[src/hdl/bmhq_pkg.sv]
// bmhq_pkg: shared types and codes for the binary min-heap priority queue.
// No dependencies; compile first.
`timescale 1ns / 1ps
`default_nettype none

package bmhq_pkg;

  // Result status codes
  typedef enum logic [1:0] {
    STATUS_OK    = 2'd0,
    STATUS_FULL  = 2'd1,
    STATUS_EMPTY = 2'd2
  } status_e;

  // Operation codes of the mode field
  localparam logic MODE_PUSH = 1'b0;
  localparam logic MODE_POP  = 1'b1;

  // Controller states
  typedef enum logic [2:0] {
    ST_IDLE,
    ST_UP_RD,
    ST_UP_CMP,
    ST_DN_LOAD,
    ST_DN_RD,
    ST_DN_CMP,
    ST_FINISH
  } state_e;

  // Controller to datapath commands
  typedef struct packed {
    logic load_req;     // take the request transaction
    logic rd_parent;    // read the parent of the hole
    logic rd_children;  // read both children of the hole
    logic dn_load;      // capture root as result, last entry as mover
    logic wr_hold;      // write the moving entry into the hole, sift ends
    logic wr_up;        // move the parent down into the hole, hole climbs
    logic wr_dn;        // move the smaller child up into the hole, hole descends
    logic rsp_load;     // load the response register
  } cmd_t;

  // Datapath to controller status
  typedef struct packed {
    logic req_pop;       // request is a pop
    logic full;          // heap holds CAPACITY entries
    logic empty;         // heap holds no entry
    logic at_root;       // hole is at position one
    logic no_left;       // hole has no left child
    logic parent_gt;     // parent key strictly greater than moving key
    logic hold_gt_pick;  // moving key strictly greater than chosen child key
    logic rsp_busy;      // response register cannot take a new result
  } stat_t;

endpackage

`default_nettype wire

[src/hdl/bmhq_req_if.sv]
// bmhq_req_if: request channel of the heap queue (valid/ready plus mode, key, tag).
// No dependencies.
`timescale 1ns / 1ps
`default_nettype none

interface bmhq_req_if #(
  parameter int unsigned KEY_BITS = 24,
  parameter int unsigned TAG_BITS = 8
);
  logic                valid;
  logic                ready;
  logic                mode;
  logic [KEY_BITS-1:0] key;
  logic [TAG_BITS-1:0] tag;

  modport source (output valid, output mode, output key, output tag, input ready);
  modport sink   (input valid, input mode, input key, input tag, output ready);
endinterface

`default_nettype wire

[src/hdl/bmhq_rsp_if.sv]
// bmhq_rsp_if: response channel of the heap queue (valid/ready plus result fields).
// No dependencies.
`timescale 1ns / 1ps
`default_nettype none

interface bmhq_rsp_if #(
  parameter int unsigned KEY_BITS  = 24,
  parameter int unsigned TAG_BITS  = 8,
  parameter int unsigned FILL_BITS = 7
);
  logic                 valid;
  logic                 ready;
  logic [1:0]           status;
  logic [KEY_BITS-1:0]  out_key;
  logic [TAG_BITS-1:0]  out_tag;
  logic [FILL_BITS-1:0] fill_level;

  modport source (output valid, output status, output out_key, output out_tag,
                  output fill_level, input ready);
  modport sink   (input valid, input status, input out_key, input out_tag,
                  input fill_level, output ready);
endinterface

`default_nettype wire

[src/hdl/bmhq_ctrl.sv]
// bmhq_ctrl: state machine that sequences push sift-up and pop sift-down.
// Depends on bmhq_pkg.
`timescale 1ns / 1ps
`default_nettype none

module bmhq_ctrl (
  input  logic            clk_i,
  input  logic            rst_ni,
  input  logic            req_valid_i,
  output logic            req_ready_o,
  input  bmhq_pkg::stat_t stat_i,
  output bmhq_pkg::cmd_t  cmd_o
);
  import bmhq_pkg::*;

  state_e state_q, state_d;

  always_ff @(posedge clk_i or negedge rst_ni) begin
    if (!rst_ni) begin
      state_q <= ST_IDLE;
    end else begin
      state_q <= state_d;
    end
  end

  // Next state
  always_comb begin
    state_d = state_q;
    unique case (state_q)
      ST_IDLE: begin
        if (req_valid_i) begin
          if (stat_i.req_pop) begin
            state_d = stat_i.empty ? ST_FINISH : ST_DN_LOAD;
          end else begin
            state_d = stat_i.full ? ST_FINISH : ST_UP_RD;
          end
        end
      end
      ST_UP_RD:   state_d = stat_i.at_root ? ST_FINISH : ST_UP_CMP;
      ST_UP_CMP:  state_d = stat_i.parent_gt ? ST_UP_RD : ST_FINISH;
      ST_DN_LOAD: state_d = ST_DN_RD;
      ST_DN_RD:   state_d = stat_i.no_left ? ST_FINISH : ST_DN_CMP;
      ST_DN_CMP:  state_d = stat_i.hold_gt_pick ? ST_DN_RD : ST_FINISH;
      ST_FINISH:  state_d = stat_i.rsp_busy ? ST_FINISH : ST_IDLE;
      default:    state_d = ST_IDLE;
    endcase
  end

  // Outputs
  always_comb begin
    cmd_o       = '0;
    req_ready_o = 1'b0;
    unique case (state_q)
      ST_IDLE: begin
        req_ready_o    = 1'b1;
        cmd_o.load_req = req_valid_i;
      end
      ST_UP_RD: begin
        if (stat_i.at_root) begin
          cmd_o.wr_hold = 1'b1;
        end else begin
          cmd_o.rd_parent = 1'b1;
        end
      end
      ST_UP_CMP: begin
        if (stat_i.parent_gt) begin
          cmd_o.wr_up = 1'b1;
        end else begin
          cmd_o.wr_hold = 1'b1;
        end
      end
      ST_DN_LOAD: cmd_o.dn_load = 1'b1;
      ST_DN_RD: begin
        if (stat_i.no_left) begin
          cmd_o.wr_hold = 1'b1;
        end else begin
          cmd_o.rd_children = 1'b1;
        end
      end
      ST_DN_CMP: begin
        if (stat_i.hold_gt_pick) begin
          cmd_o.wr_dn = 1'b1;
        end else begin
          cmd_o.wr_hold = 1'b1;
        end
      end
      ST_FINISH: cmd_o.rsp_load = !stat_i.rsp_busy;
      default: begin
        cmd_o       = '0;
        req_ready_o = 1'b0;
      end
    endcase
  end

endmodule

`default_nettype wire

[src/hdl/bmhq_dp.sv]
// bmhq_dp: heap storage (two-read, one-write memory), hole pointer, fill count,
// moving entry and response register. Depends on bmhq_pkg.
`timescale 1ns / 1ps
`default_nettype none

module bmhq_dp #(
  parameter int unsigned CAPACITY = 64,
  parameter int unsigned KEY_BITS = 24,
  parameter int unsigned TAG_BITS = 8
) (
  input  logic                           clk_i,
  input  logic                           rst_ni,
  input  bmhq_pkg::cmd_t                 cmd_i,
  output bmhq_pkg::stat_t                stat_o,
  input  logic                           req_mode_i,
  input  logic [KEY_BITS-1:0]            req_key_i,
  input  logic [TAG_BITS-1:0]            req_tag_i,
  input  logic                           rsp_ready_i,
  output logic                           rsp_valid_o,
  output logic [1:0]                     rsp_status_o,
  output logic [KEY_BITS-1:0]            rsp_key_o,
  output logic [TAG_BITS-1:0]            rsp_tag_o,
  output logic [$clog2(CAPACITY+1)-1:0]  rsp_fill_o
);
  import bmhq_pkg::*;

  localparam int unsigned CW = $clog2(CAPACITY + 1);
  localparam int unsigned AW = $clog2(CAPACITY);

  // Heap store, position p lives at address p-1
  logic [KEY_BITS-1:0] key_mem [CAPACITY];
  logic [TAG_BITS-1:0] tag_mem [CAPACITY];

  logic [KEY_BITS-1:0] a_key_q, b_key_q, hold_key_q, res_key_q, rsp_key_q;
  logic [TAG_BITS-1:0] a_tag_q, b_tag_q, hold_tag_q, res_tag_q, rsp_tag_q;
  status_e             res_status_q, res_status_d;
  logic [1:0]          rsp_status_q;
  logic [CW-1:0]       rsp_fill_q;
  logic [CW-1:0]       count_q, count_d, pos_q, pos_d;
  logic                rsp_valid_q, rsp_valid_d;

  logic                req_pop, full, empty, no_right, pick_b;
  logic [CW-1:0]       parent, parent_m1, count_m1;
  logic [CW:0]         left, left_m1, right;
  logic [KEY_BITS-1:0] pick_key;
  logic [TAG_BITS-1:0] pick_tag;
  logic                rd_en, wr_en;
  logic [AW-1:0]       rd_a_addr, rd_b_addr, wr_addr, pos_m1;
  logic [KEY_BITS-1:0] wr_key;
  logic [TAG_BITS-1:0] wr_tag;
  logic [CW-1:0]       pos_dec;

  assign req_pop   = (req_mode_i == MODE_POP);
  assign full      = (count_q == CW'(CAPACITY));
  assign empty     = (count_q == '0);
  assign parent    = pos_q >> 1;
  assign parent_m1 = parent - 1'b1;
  assign count_m1  = count_q - 1'b1;
  assign left      = {pos_q, 1'b0};
  assign left_m1   = left - 1'b1;
  assign right     = left + 1'b1;
  assign no_right  = (right > {1'b0, count_q});
  assign pick_b    = !no_right && (b_key_q < a_key_q);
  assign pick_key  = pick_b ? b_key_q : a_key_q;
  assign pick_tag  = pick_b ? b_tag_q : a_tag_q;
  assign pos_dec   = pos_q - 1'b1;
  assign pos_m1    = pos_dec[AW-1:0];

  always_comb begin
    stat_o              = '0;
    stat_o.req_pop      = req_pop;
    stat_o.full         = full;
    stat_o.empty        = empty;
    stat_o.at_root      = (pos_q == CW'(1));
    stat_o.no_left      = (left > {1'b0, count_q});
    stat_o.parent_gt    = (a_key_q > hold_key_q);
    stat_o.hold_gt_pick = (hold_key_q > pick_key);
    stat_o.rsp_busy     = rsp_valid_q && !rsp_ready_i;
  end

  // Read ports: root and last on a pop, parent on sift-up, both children on sift-down
  always_comb begin
    rd_en     = (cmd_i.load_req && req_pop) || cmd_i.rd_parent || cmd_i.rd_children;
    rd_a_addr = '0;
    rd_b_addr = count_m1[AW-1:0];
    if (cmd_i.rd_parent) begin
      rd_a_addr = parent_m1[AW-1:0];
    end else if (cmd_i.rd_children) begin
      rd_a_addr = left_m1[AW-1:0];
      rd_b_addr = left[AW-1:0];
    end
  end

  // Write port: always into the hole
  always_comb begin
    wr_en   = cmd_i.wr_hold || cmd_i.wr_up || cmd_i.wr_dn;
    wr_addr = pos_m1;
    wr_key  = hold_key_q;
    wr_tag  = hold_tag_q;
    if (cmd_i.wr_up) begin
      wr_key = a_key_q;
      wr_tag = a_tag_q;
    end else if (cmd_i.wr_dn) begin
      wr_key = pick_key;
      wr_tag = pick_tag;
    end
  end

  always_ff @(posedge clk_i) begin
    if (wr_en) begin
      key_mem[wr_addr] <= wr_key;
      tag_mem[wr_addr] <= wr_tag;
    end
    if (rd_en) begin
      a_key_q <= key_mem[rd_a_addr];
      a_tag_q <= tag_mem[rd_a_addr];
      b_key_q <= key_mem[rd_b_addr];
      b_tag_q <= tag_mem[rd_b_addr];
    end
  end

  always_comb begin
    res_status_d = STATUS_OK;
    if (req_pop && empty) begin
      res_status_d = STATUS_EMPTY;
    end else if (!req_pop && full) begin
      res_status_d = STATUS_FULL;
    end
  end

  // Moving entry and pending result
  always_ff @(posedge clk_i) begin
    if (cmd_i.load_req) begin
      hold_key_q   <= req_key_i;
      hold_tag_q   <= req_tag_i;
      res_key_q    <= '0;
      res_tag_q    <= '0;
      res_status_q <= res_status_d;
    end else if (cmd_i.dn_load) begin
      hold_key_q <= b_key_q;
      hold_tag_q <= b_tag_q;
      res_key_q  <= a_key_q;
      res_tag_q  <= a_tag_q;
    end
    if (cmd_i.rsp_load) begin
      rsp_status_q <= res_status_q;
      rsp_key_q    <= res_key_q;
      rsp_tag_q    <= res_tag_q;
      rsp_fill_q   <= count_q;
    end
  end

  always_comb begin
    count_d     = count_q;
    pos_d       = pos_q;
    rsp_valid_d = rsp_valid_q;
    if (cmd_i.load_req && !req_pop && !full) begin
      count_d = count_q + 1'b1;
      pos_d   = count_q + 1'b1;
    end
    if (cmd_i.dn_load) begin
      count_d = count_m1;
      pos_d   = CW'(1);
    end
    if (cmd_i.wr_up) begin
      pos_d = parent;
    end
    if (cmd_i.wr_dn) begin
      pos_d = pick_b ? right[CW-1:0] : left[CW-1:0];
    end
    if (cmd_i.rsp_load) begin
      rsp_valid_d = 1'b1;
    end else if (rsp_ready_i) begin
      rsp_valid_d = 1'b0;
    end
  end

  always_ff @(posedge clk_i or negedge rst_ni) begin
    if (!rst_ni) begin
      count_q     <= '0;
      pos_q       <= '0;
      rsp_valid_q <= 1'b0;
    end else begin
      count_q     <= count_d;
      pos_q       <= pos_d;
      rsp_valid_q <= rsp_valid_d;
    end
  end

  assign rsp_valid_o  = rsp_valid_q;
  assign rsp_status_o = rsp_status_q;
  assign rsp_key_o    = rsp_key_q;
  assign rsp_tag_o    = rsp_tag_q;
  assign rsp_fill_o   = rsp_fill_q;

  a_count_range: assert property (@(posedge clk_i) disable iff (!rst_ni)
    count_q <= CW'(CAPACITY))
    else $error("fill count beyond capacity");

  a_write_in_heap: assert property (@(posedge clk_i) disable iff (!rst_ni)
    wr_en |-> (pos_q != '0) && ((pos_q <= count_q) || (pos_q == CW'(1))))
    else $error("heap write outside occupied positions");

  a_push_grows: assert property (@(posedge clk_i) disable iff (!rst_ni)
    cmd_i.load_req && !req_pop && !full |=> count_q == CW'($past(count_q) + 1'b1))
    else $error("accepted push did not grow the heap");

  a_pop_shrinks: assert property (@(posedge clk_i) disable iff (!rst_ni)
    cmd_i.dn_load |=> count_q == CW'($past(count_q) - 1'b1))
    else $error("pop did not shrink the heap");

endmodule

`default_nettype wire

[src/hdl/binary_min_heap_queue.sv]
// Binary min-heap priority queue: one request transaction (push or pop) in, one response out;
// sift-up/down walk one heap level per read and compare step (two registered reads, one write port).
// A push climbs and a pop descends up to log2(CAPACITY) levels; refused ops skip the sift.
// The next request is taken from the cycle after the response loads; a stalled response holds
// the FSM.
// Reset (async, active low) empties the heap; the store itself is not cleared.
`timescale 1ns / 1ps
`default_nettype none

module binary_min_heap_queue #(
  parameter int unsigned CAPACITY = 64,
  parameter int unsigned KEY_BITS = 24,
  parameter int unsigned TAG_BITS = 8
) (
  input  logic       clk_i,
  input  logic       rst_ni,
  bmhq_req_if.sink   req_i,
  bmhq_rsp_if.source rsp_o
);
  import bmhq_pkg::*;

  localparam int unsigned CW = $clog2(CAPACITY + 1);

  // Command and status groups between controller and datapath
  cmd_t  cmd;
  stat_t stat;

  logic                req_ready;
  logic                rsp_valid;
  logic [1:0]          rsp_status;
  logic [KEY_BITS-1:0] rsp_key;
  logic [TAG_BITS-1:0] rsp_tag;
  logic [CW-1:0]       rsp_fill;

  // Controller: accepts a transaction only in idle, then steps the sift loop
  // one level at a time (read, then compare and write) until the hole settles.
  bmhq_ctrl u_ctrl (
    .clk_i       (clk_i),
    .rst_ni      (rst_ni),
    .req_valid_i (req_i.valid),
    .req_ready_o (req_ready),
    .stat_i      (stat),
    .cmd_o       (cmd)
  );

  // Datapath: heap memory, hole pointer, fill count and the response register.
  // The response register holds a finished result until the sink takes it,
  // while the controller returns to idle and accepts the next request.
  bmhq_dp #(
    .CAPACITY (CAPACITY),
    .KEY_BITS (KEY_BITS),
    .TAG_BITS (TAG_BITS)
  ) u_dp (
    .clk_i        (clk_i),
    .rst_ni       (rst_ni),
    .cmd_i        (cmd),
    .stat_o       (stat),
    .req_mode_i   (req_i.mode),
    .req_key_i    (req_i.key),
    .req_tag_i    (req_i.tag),
    .rsp_ready_i  (rsp_o.ready),
    .rsp_valid_o  (rsp_valid),
    .rsp_status_o (rsp_status),
    .rsp_key_o    (rsp_key),
    .rsp_tag_o    (rsp_tag),
    .rsp_fill_o   (rsp_fill)
  );

  // Drive the channel ports
  assign req_i.ready      = req_ready;
  assign rsp_o.valid      = rsp_valid;
  assign rsp_o.status     = rsp_status;
  assign rsp_o.out_key    = rsp_key;
  assign rsp_o.out_tag    = rsp_tag;
  assign rsp_o.fill_level = rsp_fill;

endmodule

`default_nettype wire

[src/flat_wrapper.sv]
// flat-port wrapper written by rule: the top's interface ports become plain ports
module binary_min_heap_queue_flat import bmhq_pkg::*;
#(
  parameter int unsigned CAPACITY = 64,
  parameter int unsigned KEY_BITS = 24,
  parameter int unsigned TAG_BITS = 8
)
  (clk_i, rst_ni, req_i_valid, req_i_mode, req_i_key, req_i_tag, req_i_ready, rsp_o_valid, rsp_o_status, rsp_o_out_key, rsp_o_out_tag, rsp_o_fill_level, rsp_o_ready);
  bmhq_req_if #(.KEY_BITS(KEY_BITS), .TAG_BITS(TAG_BITS)) req_i_i ();
  bmhq_rsp_if #(.KEY_BITS(KEY_BITS), .TAG_BITS(TAG_BITS), .FILL_BITS((7))) rsp_o_i ();
  input  logic clk_i;
  input  logic rst_ni;
  input wire logic [$bits(req_i_i.valid)-1:0] req_i_valid;
  input wire logic [$bits(req_i_i.mode)-1:0] req_i_mode;
  input wire logic [$bits(req_i_i.key)-1:0] req_i_key;
  input wire logic [$bits(req_i_i.tag)-1:0] req_i_tag;
  output wire logic [$bits(req_i_i.ready)-1:0] req_i_ready;
  output wire logic [$bits(rsp_o_i.valid)-1:0] rsp_o_valid;
  output wire logic [$bits(rsp_o_i.status)-1:0] rsp_o_status;
  output wire logic [$bits(rsp_o_i.out_key)-1:0] rsp_o_out_key;
  output wire logic [$bits(rsp_o_i.out_tag)-1:0] rsp_o_out_tag;
  output wire logic [$bits(rsp_o_i.fill_level)-1:0] rsp_o_fill_level;
  input wire logic [$bits(rsp_o_i.ready)-1:0] rsp_o_ready;
  assign req_i_i.valid = req_i_valid;
  assign req_i_i.mode = req_i_mode;
  assign req_i_i.key = req_i_key;
  assign req_i_i.tag = req_i_tag;
  assign req_i_ready = req_i_i.ready;
  assign rsp_o_valid = rsp_o_i.valid;
  assign rsp_o_status = rsp_o_i.status;
  assign rsp_o_out_key = rsp_o_i.out_key;
  assign rsp_o_out_tag = rsp_o_i.out_tag;
  assign rsp_o_fill_level = rsp_o_i.fill_level;
  assign rsp_o_i.ready = rsp_o_ready;
  binary_min_heap_queue #(.CAPACITY(CAPACITY), .KEY_BITS(KEY_BITS), .TAG_BITS(TAG_BITS)) u_core (.clk_i(clk_i), .rst_ni(rst_ni), .req_i(req_i_i), .rsp_o(rsp_o_i));
endmodule
[config.mk]
export PLATFORM = sky130hd
export DESIGN_NAME = binary_min_heap_queue_flat
export DESIGN_NICKNAME = d
export VERILOG_FILES = /design/src/hdl/bmhq_pkg.sv /design/src/hdl/bmhq_req_if.sv /design/src/hdl/bmhq_rsp_if.sv /design/src/hdl/bmhq_ctrl.sv /design/src/hdl/bmhq_dp.sv /design/src/hdl/binary_min_heap_queue.sv /design/src/flat_wrapper.sv
export SDC_FILE = /design/constraint.sdc
export NUM_CORES = 2
export LEC_CHECK = 0
export BUFFER_PORTS_ARGS = -buffer_cell sky130_fd_sc_hd__buf_2
export CORE_MARGIN = 8
export CORE_UTILIZATION = 34
export DETAILED_ROUTE_END_ITERATION = 8
export GPL_TIMING_DRIVEN = 0
export PLACE_DENSITY_LB_ADDON = 0.12
export SLEW_MARGIN = 15
export SYNTH_ARGS = -nofsm -noshare
export SYNTH_HDL_FRONTEND = slang
export SYNTH_SLANG_ARGS = --single-unit
[constraint.sdc]
create_clock -name clk_i -period 7.85 [get_ports clk_i]
set_clock_uncertainty 0.2 [all_clocks]
set_input_delay 1.57 -clock clk_i [delete_from_list [all_inputs] [get_ports clk_i]]
set_output_delay 1.57 -clock clk_i [all_outputs]
set_load 0.02 [all_outputs]
==> flow_summary.toml <==
[run_status]
status = "finished, final reports clean"

[timing]
period_minus_slack_ps = 7560
tightestPinTransition_ps = 1400
final_max_slew_viol_count = 0
fin_tns_setup_ps = 0
finalHoldViolCount = 0
timing.slew.headroom_pct = 6.35
part_of_the_cycle_the_worst_path_needs_pct = 96.3
setup_repair_after_global_routing_missed_its_margin = "false"
finalSetupViolations = 0
fmax_mhz = 132

[routing]
drt_drc_violations_left = 0
drt.antenna.violating_nets = 0
drtIter0Drc = 14100
drt_first_pass_iters = 8
routed_wirelength_um = 528000
wl_cell_um = 42.1
vias = 80600
route.detailed.vias_per_inst = 6.43

[synthesis]
top_area_cell_type_share_of_the_netlist_area_pct = 62.4
synth_edf_count = 2187
mappedNetlistArea_mm2 = 0.105
synthesis.nets = 7656
postSynth.asyncResetShare_pct = 0.805
synth_seq_cells = 2237
syn-mean-instance-area_um2 = 14.0
synthesis.yosys.warnings = 0
seq_area_frac_synth_pct = 63.5
post_synthesis_cell_count = 7535
yosys_most_used_dff = "edfxtp_1"
synth_cell_types = 68
synthDominantAreaCellType = "edfxtp_1"
post-synth-top-count-cell = "edfxtp_1"
yosys-top-cells-count = "edfxtp_1 (2187), nand2_1 (1161), mux4_2 (512)"
dominant_cells_by_area_after_synthesis = "edfxtp_1 (62%), mux4_2 (11%), nand2_1 (4.1%)"

[floorplan]
ios = 80
die_height_um = 572
initial_core_util_pct = 34.1
core_area_mm2 = 0.308
die_width_um = 572
row_count = 204
dieArea_mm2 = 0.327

[global_routing]
maximum_number_of_pins_on_one_net_before_global_route_repair = 65
grt_busiest_layer = "met2"
grt_use_met1_pct = 42.8
via_count_of_the_first_global_routing_pass = 74900
grt_util_met2_pct = 43.4
gr-total-overflow = 0
grt_usage_pct = 31.0
grt_pass1_wl_um = 688000
groute.layer.met3.usage_pct = 9.60
number_of_antenna_violations_at_the_first_check_in_global_routing = 102

[critical_path]
critical_path.reg2reg.endpoint = "u_core.u_dp.a_key_q[10]"
critical_path.reg2reg.startpoint = "u_core.u_dp.count_q[4]"
crit_slowest_cell = "clkbuf_1"
ff2ff_setup_slack_ps = 290
timing.critical_path.buf_inv = 4
worst_r2r_path_depth = 14
end_kind = "flip-flop"
worst_endpoint_required_time_ps = 8280
arrival_ps = 7990
worst_setup_path_class = "reg -> reg"
timing.critical_path.fanout_max = 10
cp_delay_by_family_top = "compound AO/OA/AOI/OAI gates"
worstSetupStartpointType = "flip-flop"
timing.critical_path.cells = "clkinv_1, ha_1, nand4b_1, o211a_1, a21oi_2, nor3_1, nor2_1, clkbuf_2, buf_16, clkbuf_1, mux4_2, a22oi_1, a21oi_1, or4_1"
critical-path-max-stage-delay_ps = 870
worstSetupPathDepth = 14
worstSetupEndpoint = "u_core.u_dp.a_key_q[10]"
startpoint = "u_core.u_dp.count_q[4]"

[worst_hold_path]
min_path_type = "reg -> reg"

[cells_and_area]
final_design_area_no_fill_mm2 = 0.126
layout-drive-gt1-share_pct = 18.2
fillerInstances = 28400
syn_to_final_growth_pct = 19.5
multi_input_comb_area_mm2 = 0.0368
layoutNonFillerInstCount = 12500
fin_nets = 8236
core_utilization_of_the_finished_layout_pct = 40.8
final-seq-area_mm2 = 0.0668

[clock_tree]
root_buffer = "clkbuf_16"
clock_tree_from_tritoncts = "done"
clock_insertion_delay_worst_skew_ps = 920
cts-htree-levels = 5
numCtsBuffers = 262
cts_num_sinks = 2237
post_cts_hold_buffer_count = 0
clock_path_buffers = 4
clk_transition_reported_paths_ps = 60

[place]
post-place-cells = 11900
post-dp-hpwl_um = 387000
placement.io_buffers = 79
detailed_place.area_mm2 = 0.117
gp_congestion = 1.06

[flow_run]
timing.max_cap.violations = 0
logic make-up after synthesis:
kind of cell	count (synthesis)	share of synthesized area, %
xor+xnor	24	0.200
mux	596	11.8
compound gates	1865	12.0
buf+inv	714	2.75
flops	2237	63.5
simple gates	2015	8.81
fa+ha+maj	84	0.999
worst min-delay path by stage:
| stage | from | depth (start not counted) | to | slack [ps] |
|---|---|---|---|---|
| after floorplan | u_core.u_dp.res_status_q[0] | 0 | u_core.u_dp.rsp_status_o[0] | 200 |
| after global placement | u_core.u_dp.res_status_q[0] | 0 | u_core.u_dp.rsp_status_o[0] | 200 |
| after detailed placement | u_core.u_dp.res_status_q[0] | 0 | u_core.u_dp.rsp_status_o[0] | 210 |
| after CTS | u_core.u_dp.res_status_q[0] | 0 | u_core.u_dp.rsp_status_o[0] | 220 |
| after global routing | u_core.u_dp.res_key_q[14] | 0 | u_core.u_dp.rsp_key_o[14] | 240 |
| final | u_core.u_dp.res_status_q[1] | 0 | u_core.u_dp.rsp_status_o[1] | 220 |
state kept, by name (all words and copies together), names as in the netlist, 24 cells and up:
register	flops
u_core.u_dp.key_mem	1536
u_core.u_dp.tag_mem	512
u_core.u_dp.a_key_q	24
u_core.u_dp.b_key_q	24
u_core.u_dp.hold_key_q	24
u_core.u_dp.res_key_q	24
u_core.u_dp.rsp_key_o	24
final cells by class:
cell class,count,share of cell area (%)
Tap cell,4120,4.10
Buffer,619,2.10
Clock buffer,335,5.64
Multi-Input combinational cell,4588,29.2
Sequential cell,2237,53.1
Timing Repair Buffer,314,4.33
Inverter,93,0.278
Antenna cell,110,0.219
Clock inverter,130,0.976
per-stage QoR:
step	setup WS, ps	hold WS, ps
2_1_floorplan	981	200
3_3_place_gp	-6670	204
3_5_place_dp	-1010	208
4_1_cts	-8.54	221
5_1_grt	24.4	238
6_report	290	223
timing repair:
item                        CTS  global route
buffers inserted              0            15
pin swaps                     1            11
gates cloned                  1             3
resized for setup            15            12
setup endpoints to repair  1920          1528
per-layer routing:
layer / wire, um / vias up
met5: 439 / -
met1: 209000 / 41600
li1: - / 31400
met3: 68200 / 1134
met4: 33200 / 28
met2: 217000 / 6470
worst register-to-register path: cells and delay by family (launching register included):
kind                       cells  cell delay [ps]
adders and majority gates      1              380
AOI/OAI and AO/OA              4             2130
and+or+nand+nor                4             1710
buffers and inverters          4             2010
DFF                            1              400
muxes                          1              450
layout by cell type, fill, tap and decap left out, drive strengths merged, types with 4 or more instances in the layout:
master | Yosys | routed
a211oi | 494 | 494
a21o | 12 | 12
a21oi | 222 | 222
a22o | 31 | 31
a22oi | 258 | 258
a31oi | 489 | 489
a32oi | 4 | 4
and2 | 490 | 490
buf | 130 | 444
bufinv | 0 | 17
clkbuf | 491 | 824
clkinv | 1 | 91
clkinvlp | 0 | 10
dfrtp | 18 | 18
dfxtp | 32 | 32
diode | 0 | 110
edfxtp | 2187 | 2187
ha | 84 | 84
inv | 92 | 105
mux2 | 39 | 39
mux2i | 45 | 45
mux4 | 512 | 512
nand2 | 1161 | 1161
nand2b | 12 | 12
nand3 | 34 | 34
nand4 | 20 | 20
nor2 | 155 | 155
nor2b | 12 | 12
nor3 | 47 | 47
nor4 | 33 | 33
o211ai | 8 | 8
o21a | 8 | 8
o21ai | 31 | 31
o221a | 8 | 12
o221ai | 24 | 24
o22ai | 251 | 251
or2 | 4 | 4
or4 | 34 | 34
xnor2 | 22 | 22
Power is left out: the tool's default activity adds up to more than one toggle a clock period on the data nets, which glitch-free logic cannot reach.
